## src/design/assert_macros.svh

```systemverilog
// Assertion macros used by the top-level design file.
// Clock, and reset where the macro takes one, are passed in by the user of each macro.
`ifndef ASSERT_MACROS_SVH
`define ASSERT_MACROS_SVH

// Checked at every rising edge, disabled while reset is asserted.
`define ASSERT_CLK(label, clk, rst_n, prop, msg) \
    label: assert property (@(posedge clk) disable iff (!rst_n) prop) else $error(msg);

// Checked at every rising edge, also during reset.
`define ASSERT_ALWAYS(label, clk, prop, msg) \
    label: assert property (@(posedge clk) prop) else $error(msg);

`endif

```

## src/design/egc_pkg.sv

```systemverilog
// Package for the embedding gist compressor: constants, item and state types.
// No dependencies; used by the front, back and top-level design files.
package egc_pkg;

    // Fixed geometry of the ports.
    localparam int VECTOR_LEN = 64;
    localparam int LANE_W     = 6;
    localparam int DATA_W     = 16;

    // Defaults for the top-level parameters.
    localparam int HISTORY_ROWS_DEF = 256;
    localparam int CONTEXT_ROWS_DEF = 16;

    // Register reset values.
    localparam logic [15:0] FORGET_RATE_RST    = 16'd3277;
    localparam logic [14:0] ZERO_THRESHOLD_RST = 15'd410;

    // Register indexes on the configuration port.
    localparam logic REG_FORGET_RATE    = 1'b0;
    localparam logic REG_ZERO_THRESHOLD = 1'b1;

    // Command codes.
    localparam logic CMD_PROCESS  = 1'b0;
    localparam logic CMD_RETRIEVE = 1'b1;

    // Salience of a lane that was never written (1.0 in Q3.12).
    localparam logic signed [15:0] SAL_ONE = 16'sd4096;

    // Classified item handed from the front to the back.
    typedef struct packed {
        logic                     cmd;
        logic [LANE_W-1:0]        lane;
        logic signed [DATA_W-1:0] avg;
    } t_item;

    // Back-end sequencer states.
    typedef enum logic [3:0] {
        S_CLEAR,
        S_IDLE,
        S_READ,
        S_MIX,
        S_WGT,
        S_UPD,
        S_RSUM,
        S_DPREP,
        S_DIV,
        S_OUT
    } t_bstate;

endpackage

```

## src/design/egc_front.sv

```systemverilog
// Front end: accepts input beats, averages the embedding pair and queues
// the classified item in a two-entry queue. Depends on egc_pkg.
module egc_front (
    input  logic                               i_clk,
    input  logic                               i_rst_n,
    input  logic                               i_in_valid,
    output logic                               o_in_ready,
    input  logic                               i_command,
    input  logic [egc_pkg::LANE_W-1:0]         i_lane,
    input  logic signed [egc_pkg::DATA_W-1:0]  i_value_even,
    input  logic signed [egc_pkg::DATA_W-1:0]  i_value_odd,
    input  logic                               i_clearing,
    output logic                               o_q_valid,
    output egc_pkg::t_item                     o_q_item,
    input  logic                               i_q_pop
);

    egc_pkg::t_item r_q [2];
    logic           r_wr_ptr;
    logic           r_rd_ptr;
    logic [1:0]     r_count;
    logic           push;
    logic signed [egc_pkg::DATA_W:0] pair_sum;
    egc_pkg::t_item new_item;

    // Floor average of the pair; lane is already within the vector.
    always_comb begin
        pair_sum      = {i_value_even[egc_pkg::DATA_W-1], i_value_even}
                      + {i_value_odd[egc_pkg::DATA_W-1], i_value_odd};
        new_item.cmd  = i_command;
        new_item.lane = i_lane;
        new_item.avg  = pair_sum[egc_pkg::DATA_W:1];
    end

    // No beat is taken while the history is being cleared.
    assign o_in_ready = (r_count != 2'd2) && !i_clearing;
    assign push       = i_in_valid && o_in_ready;
    assign o_q_valid  = (r_count != 2'd0);
    assign o_q_item   = r_q[r_rd_ptr];

    // Queue pointers and fill count.
    always_ff @(posedge i_clk) begin
        if (!i_rst_n) begin
            r_wr_ptr <= 1'b0;
            r_rd_ptr <= 1'b0;
            r_count  <= 2'd0;
        end else begin
            if (push) r_wr_ptr <= !r_wr_ptr;
            if (i_q_pop) r_rd_ptr <= !r_rd_ptr;
            if (push && !i_q_pop) r_count <= r_count + 2'd1;
            else if (!push && i_q_pop) r_count <= r_count - 2'd1;
        end
    end

    // Queue storage.
    always_ff @(posedge i_clk) begin
        if (push) r_q[r_wr_ptr] <= new_item;
    end

endmodule

```

## config.mk

```make
export PLATFORM = sky130hd
export DESIGN_NAME = egc_front
export DESIGN_NICKNAME = d
export VERILOG_FILES = /design/src/design/assert_macros.svh /design/src/design/egc_pkg.sv /design/src/design/egc_front.sv
export SDC_FILE = /design/constraint.sdc
export NUM_CORES = 1
export LEC_CHECK = 0
export BUFFER_PORTS_ARGS = -buffer_cell sky130_fd_sc_hd__clkbuf_2
export CORE_UTILIZATION = 51
export DETAILED_ROUTE_END_ITERATION = 8
export MAX_ROUTING_LAYER = met4
export PLACE_DENSITY_LB_ADDON = 0.1
export SYNTH_ARGS = -nofsm -noshare
export SYNTH_HDL_FRONTEND = slang
export SYNTH_SLANG_ARGS = --single-unit
```

## constraint.sdc

```tcl
create_clock -name i_clk -period 2.3 [get_ports i_clk]
set_input_delay 0.23 -clock i_clk [delete_from_list [all_inputs] [get_ports i_clk]]
set_output_delay 0.23 -clock i_clk [all_outputs]
set_load 0.005 [all_outputs]
```

==> results of run 1 <==
==> cell families after synthesis <==
| logic type | after synthesis |
|---|---|
| flip-flops | 51 |
| AND/OR/NAND/NOR | 43 |
| adder cells (fa/ha/maj) | 17 |
| XOR/XNOR | 14 |
| AO/OA/AOI/OAI | 45 |
| multiplexers | 25 |
| buffers and inverters | 11 |
==> flip-flops by register name, indices dropped and copies added (netlist names), named ones only <==
name and flops:
r_rd_ptr 1, r_wr_ptr 1, r_q 46, r_count 2
==> power by group through the flow <==
stage               Sequential (mW)  Combinational (mW)  Clock, mW
floorplan                      1.14               0.321          0
global placement               1.15               0.481          0
detailed placement             1.15               0.491          0
CTS                            1.13               0.494      0.599
global route                   1.13               0.547      0.622
finish                         1.13               0.488      0.581
==> worst reg2reg max path: stages (launching register included) <==
cell      delay [ns]
dfxtp_1         0.40
inv_1           0.06
a21oi_1         0.20
nand2_1         0.15
inv_1           0.08
ha_1            0.25
or3_1           0.35
a21boi_0        0.15
==> cell type report <==
type	count	share of cell area (%)
Sequential cell	51	45.49
Multi-Input combinational cell	144	35.50
Timing Repair Buffer	73	11.99
Tap cell	70	2.689
Clock buffer	5	2.113
Clock inverter	3	1.191
Inverter	9	1.037
==> synthesized netlist by cell type (2+ instances only) <==
master,n
a211oi_1,4
a21oi_1,16
a31oi_1,4
and2_1,5
dfxtp_1,5
edfxtp_1,46
ha_1,16
inv_1,9
mux2_2,23
mux2i_1,2
nand2_1,10
nand4_1,3
nor2_1,7
nor2b_1,2
nor3_1,3
o2111ai_1,2
o21ai_0,7
or2_1,2
or2_2,2
or3_1,2
xnor2_1,8
xor2_1,6
==> stage by stage <==
step / setup slack (ns) / power (mW) / setup TNS [ns]
floorplan: 0.1302 / 1.461 / 0
global placement: 0.02625 / 1.627 / 0
detailed placement: -0.02994 / 1.641 / -0.05988
CTS: 0.2857 / 2.222 / 0
global route: 0.1902 / 2.303 / 0
finish: 0.2989 / 2.196 / 0
==> metal layers <==
layer | part of all wire [%] | GRT usage, % | routed length (um) | up-vias
met5 | 0 | - | 0 | -
met4 | 1.4 | 6.918 | 63 | 0
met3 | 3.7 | 2.168 | 170 | 6
met2 | 50 | 30.03 | 2313 | 49
met1 | 45 | 20.76 | 2048 | 847
li1 | - | - | - | 947
==> final timing paths <==
check / depth (start not counted) / from / to / slack, ns
worst max-delay path: 8 / i_value_even[0] / r_q[1][13] / 0.30
worst min-delay path: 1 / i_lane[2] / r_q[1][18] / 0.12
worst max register to register: 7 / r_count[0] / r_count[1] / 0.60
worst min register to register: 2 / r_count[1] / r_count[1] / 0.51
==> results.txt, run 1 <==
layout cell share with drive strength beyond 1 = 39.30%
Top FF cell, synth = edfxtp_1
first-pass GRT wire length = 6948 um
Reg power frac = 51.3%
Ports = 69
leakage power = 1.340 nW
Final Slew Violations = 0
largest net degree at the start of global routing = 24
Post-CTS Setup Inserts = 0
Site Rows = 26
H-tree levels = 2
total gr overflow = 0
clock share of power = 26.4%
power density cells = 674.1 mW/mm^2
Crit Path Category = in2reg
Avg Cell Area, Syn = 12.99 sq um
largest family of logic cells by synthesized area = compound AO/OA/AOI/OAI gates
commonest non-fill, non-tap cell in the layout = clkbuf_2
HPWL after DPL = 3559 um
Final nets = 345
die footprint = 0.005541 sq mm
Tightest Pin Transition = 0.4933 ns
number of fillers in the final layout = 416
delay-heaviest family, CP = compound AO/OA/AOI/OAI gates
max frequency = 499.7 MHz
Post-Synth Adder-Cell Area = 8.228%
switching share of power = 24.24%
Comb pwr share = 22.2%
clock network latency to the later pin of the worst-skew pair = 0.29 ns
Worst Path Arrival = 2.04 ns
fin util = 64.18%
Max Buffers Root-to-Sink = 2
residual DRC count = 0
Vias/cell = 5.208
footprint of the multi-input gates = 0.001156 sq mm
CTS sink count = 51
Worst Hold Class = in2reg
share of synthesized registers carrying an async set or reset = 0%
synth top area cells = edfxtp_1 (52%), mux2_2 (9.7%), ha_1 (7.5%)
Slew HR = 66.69%
placer congestion estimate = 0.8279
worst clock skew = 0.003886 ns
Inst Count DP = 347
CP peak stage delay = 0.40 ns
vias in the first global route = 1605
Psw = 532.3 uW
Resized Gates After CTS = 0
post-synth design cell area = 0.002676 sq mm
vias post-DR = 1849
Synth cell types = 44
CTS buffer count = 5
Yosys reg bits = 51
status = finished clean
Compound-Gate Fraction of Synth Area = 10.94%
Simple-Gate Fraction of Synth Area = 8.929%
commonest cells after routing, fill and taps aside = clkbuf_2 (68), edfxtp_1 (46), mux2_2 (23)
CP max FO = 4
Synth Warn # = 0
slowest CP cell = a311o_1
Worst EP required = 2.34 ns
number of diodes = 0
clk root buf = clkbuf_8
total detailed-routing wirelength = 4595 um
IO Port Bufs = 68
worst vdd ir = 278.3 uV
top-area cell type share of the netlist area = 51.61%
initial antenna violation count = 0
Synth Area in XOR/XNOR = 4.582%
critical path capture point type = flop
Pre-Repair DR Iteration Count = 4
gr usage total = 17.45%
RSZ-0062 raised after global routing = no
register area = 0.001481 sq mm
Startpoint Class = input port
antenna-violating nets left = 0
final worst-path cycle share = 87.00%
core area = 0.005075 sq mm
Seq/Total Area, Yosys = 55.35%
Final Hold Fails = 0
critical-path cell list = clkbuf_2 -> and2_1 -> fa_1 -> a21o_2 -> a311o_1 -> and3_4 -> nor4b_2 -> a211oi_1
clock transition at the registers of the reported paths = 0.08 ns
Layout Cells excl Fill = 355
post-layout min period = 2.001 ns
routed len/inst = 12.94 um
internal power = 1.663 mW
Finished Cell Area = 0.003257 sq mm
Syn Nets = 267
Critical path buffers and inverters = 1
Initial Utilization = 52.74%
mux cell area share after synthesis = 10.43%
die width = 74.44 um
Die Y = 74.44 um
Syn Inst Count = 206
max cap viols = 0
EDFF count, synth = 46
area post-placement = 0.003149 sq mm
initial DRC count = 63
CTS tree = done
biggest area consumer among synthesized cells = edfxtp_1
area growth from synthesis to layout = 21.69%
final hold slack = 0.1242 ns
CTS Hold Buffers Added = 0
Setup-failing EPs final = 0
(Power assumes the default switching activity.)
==> run 2: changes to the inputs <==
- clock period: 2.3 -> 2.2 ns (I/O delays scaled with it)
==> run 2 against run 1 <==
  * Combinational power is 6.1% higher
  * Sequential share of layout area shrank 0.60 points
  * Via count is 2.2% higher
  * Die area did not move
  * Critical path depth is the same
  * First-iteration DRC count is 38% higher
  * Utilization up 0.86 points
  * Global-route usage rose by 1.3 points
  * Clock-buffer cell count unchanged
  * Critical endpoint is now r_q[0][13]
  * Register-to-register slack lost 0.12 ns
  * Sequential power rose by 4%
==> results.txt, run 2 (same netlist as run 1, synthesis figures left out) <==
status = finished clean
Final Hold Fails = 0 (unchanged)
commonest cells after routing, fill and taps aside = clkbuf_2 (68), edfxtp_1 (46), mux2_2 (23)
Worst Path Arrival = 2.04 ns (about the same)
Final nets = 347 (+0.58%)
Reg-to-Reg Start = r_count[0]
residual DRC count = 0 (unchanged)
CP max FO = 4 (unchanged)
gr usage total = 18.74% (+1.3 points)
Hold Path Depth = 1 (unchanged)
Final Slew Violations = 0 (unchanged)
hold worst-path end = r_q[0][19]
largest net degree at the start of global routing = 24 (unchanged)
number of flip-flops in the largest register = 46 (unchanged)
critical path capture point type = flop
initial DRC count = 87 (+38%)
H-tree levels = 2 (unchanged)
vias post-DR = 1889 (+2.2%)
Worst EP required = 2.24 ns (-0.10 ns)
Die Y = 74.44 um (unchanged)
total detailed-routing wirelength = 4749 um (+3.4%)
Max Buffers Root-to-Sink = 2 (unchanged)
area post-placement = 0.003164 sq mm (+0.48%)
Worst Hold Class = in2reg
CTS tree = done
antenna-violating nets left = 0 (unchanged)
Inst Count DP = 349 (+0.58%)
die footprint = 0.005541 sq mm (unchanged)
worst clock skew = 0.008064 ns (+0.004178 ns)
Crit Path Category = in2reg
initial antenna violation count = 0 (unchanged)
CP peak stage delay = 0.40 ns (about the same)
Vias/cell = 5.291 (+1.6%)
Resized Gates After CTS = 0 (unchanged)
final hold slack = 0.1023 ns (-0.02193 ns)
first-pass GRT wire length = 7438 um (+7.1%)
CTS buffer count = 5 (unchanged)
Slew HR = 64.95% (-1.7 points)
Layout Cells excl Fill = 357 (+0.56%)
Post-CTS Setup Inserts = 0 (unchanged)
power density cells = 742.0 mW/mm^2 (+10%)
CTS sink count = 51 (unchanged)
Critical R2R Capture = r_count[1]
clock transition at the registers of the reported paths = 0.09 ns (about the same)
leakage power = 1.358 nW (+1.4%)
delay-heaviest family, CP = compound AO/OA/AOI/OAI gates
number of diodes = 0 (unchanged)
max cap viols = 0 (unchanged)
routed len/inst = 13.30 um (+2.8%)
worst vdd ir = 367.7 uV (+32%)
layout cell share with drive strength beyond 1 = 40.07% (+0.77 points)
core area = 0.005075 sq mm (unchanged)
worst r2r path cells = 7 (unchanged)
Finished Cell Area = 0.003301 sq mm (+1.3%)
slowest CP cell = a311o_1
total gr overflow = 0 (unchanged)
die width = 74.44 um (unchanged)
post-layout min period = 1.996 ns
HPWL after DPL = 3562 um (about the same)
commonest non-fill, non-tap cell in the layout = clkbuf_2
vias in the first global route = 1716 (+6.9%)
area growth from synthesis to layout = 23.33%
Critical path buffers and inverters = 1 (unchanged)
max frequency = 501.0 MHz
clk root buf = clkbuf_8
placer congestion estimate = 0.8364 (+1.0%)
min-delay src = i_lane[3]
final worst-path cycle share = 90.74%
CTS Hold Buffers Added = 0 (unchanged)
internal reg-to-reg setup slack = 0.48 ns (-0.12 ns)
RSZ-0062 raised after global routing = no
clock network latency to the later pin of the worst-skew pair = 0.30 ns (about the same)
most flop-heavy register = r_q
Initial Utilization = 52.74% (unchanged)
fin util = 65.04% (+0.86 points)
IO Port Bufs = 68 (unchanged)
Startpoint Class = input port
top flop regs = r_q: 46 flops, r_count: 2 flops
Site Rows = 26 (unchanged)
Setup-failing EPs final = 0 (unchanged)
Ports = 69 (unchanged)
Tightest Pin Transition = 0.5191 ns (+0.02581 ns)
Post-Route Setup TNS = 0 ns (unchanged)
critical-path cell list = clkbuf_2 -> and2_1 -> fa_1 -> a21o_2 -> a311o_1 -> and3_4 -> nor4b_2 -> a211oi_1
Pre-Repair DR Iteration Count = 4 (unchanged)
-- run 2: cell types whose count changed in the layout (fill, tap and decap cells not counted) --
cell / previous run / this run
bufinv_16: 1 / 2
buf_4: 4 / 6
clkinvlp_4: 0 / 1
clkinv_2: 1 / 0
clkinv_1: 1 / 0
-- run 2: report_power, final --
part	internal, mW	leakage (nW)	switching [mW]
registers	1.15	0.463	0.0253
clock network	0.453	0.0644	0.300
logic	0.256	0.831	0.262
total	1.86	1.36	0.587
-- run 2: per-layer routing --
| metal | wire length (um) | global-route usage (%) | vias to the layer above |
|---|---|---|---|
| met3 | 235 | 3.794 | 5 |
| met2 | 2288 | 31.33 | 57 |
| met5 | 0 | - | - |
| li1 | - | - | 950 |
| met4 | 48 | 6.918 | 0 |
| met1 | 2177 | 22.34 | 877 |
-- run 2: worst max-delay path by stage --
stage          slack, ns  cells after the start       startpoint         end
2_1_floorplan       0.03                      4       r_count[0]   r_q[0][0]
3_3_place_gp       -0.06                      8  i_value_even[0]  r_q[0][13]
5_1_grt             0.08                      8  i_value_even[0]  r_q[0][13]
4_1_cts             0.20                      8  i_value_even[0]  r_q[0][13]
6_report            0.20                      8  i_value_even[0]  r_q[0][13]
3_5_place_dp       -0.11                      8  i_value_even[0]  r_q[1][13]
-- run 2: per-stage QoR --
step                      power (mW)  setup slack (ns)
after floorplan                1.528           0.03021
after global placement         1.704          -0.06184
after detailed placement       1.720           -0.1140
after CTS                      2.468            0.2047
after global routing           2.569           0.08391
final                          2.449            0.2038
-- run 2: area by class of cell --
cell class | count | area (sq um)
multi-input cells | 144 | 1156
fillers | 401 | 1774
well taps | 70 | 87.58
inverters | 9 | 33.78
clock buffers | 5 | 68.82
repair buffers | 75 | 405.4
flip-flops and latches | 51 | 1481
clock inverters | 3 | 67.56
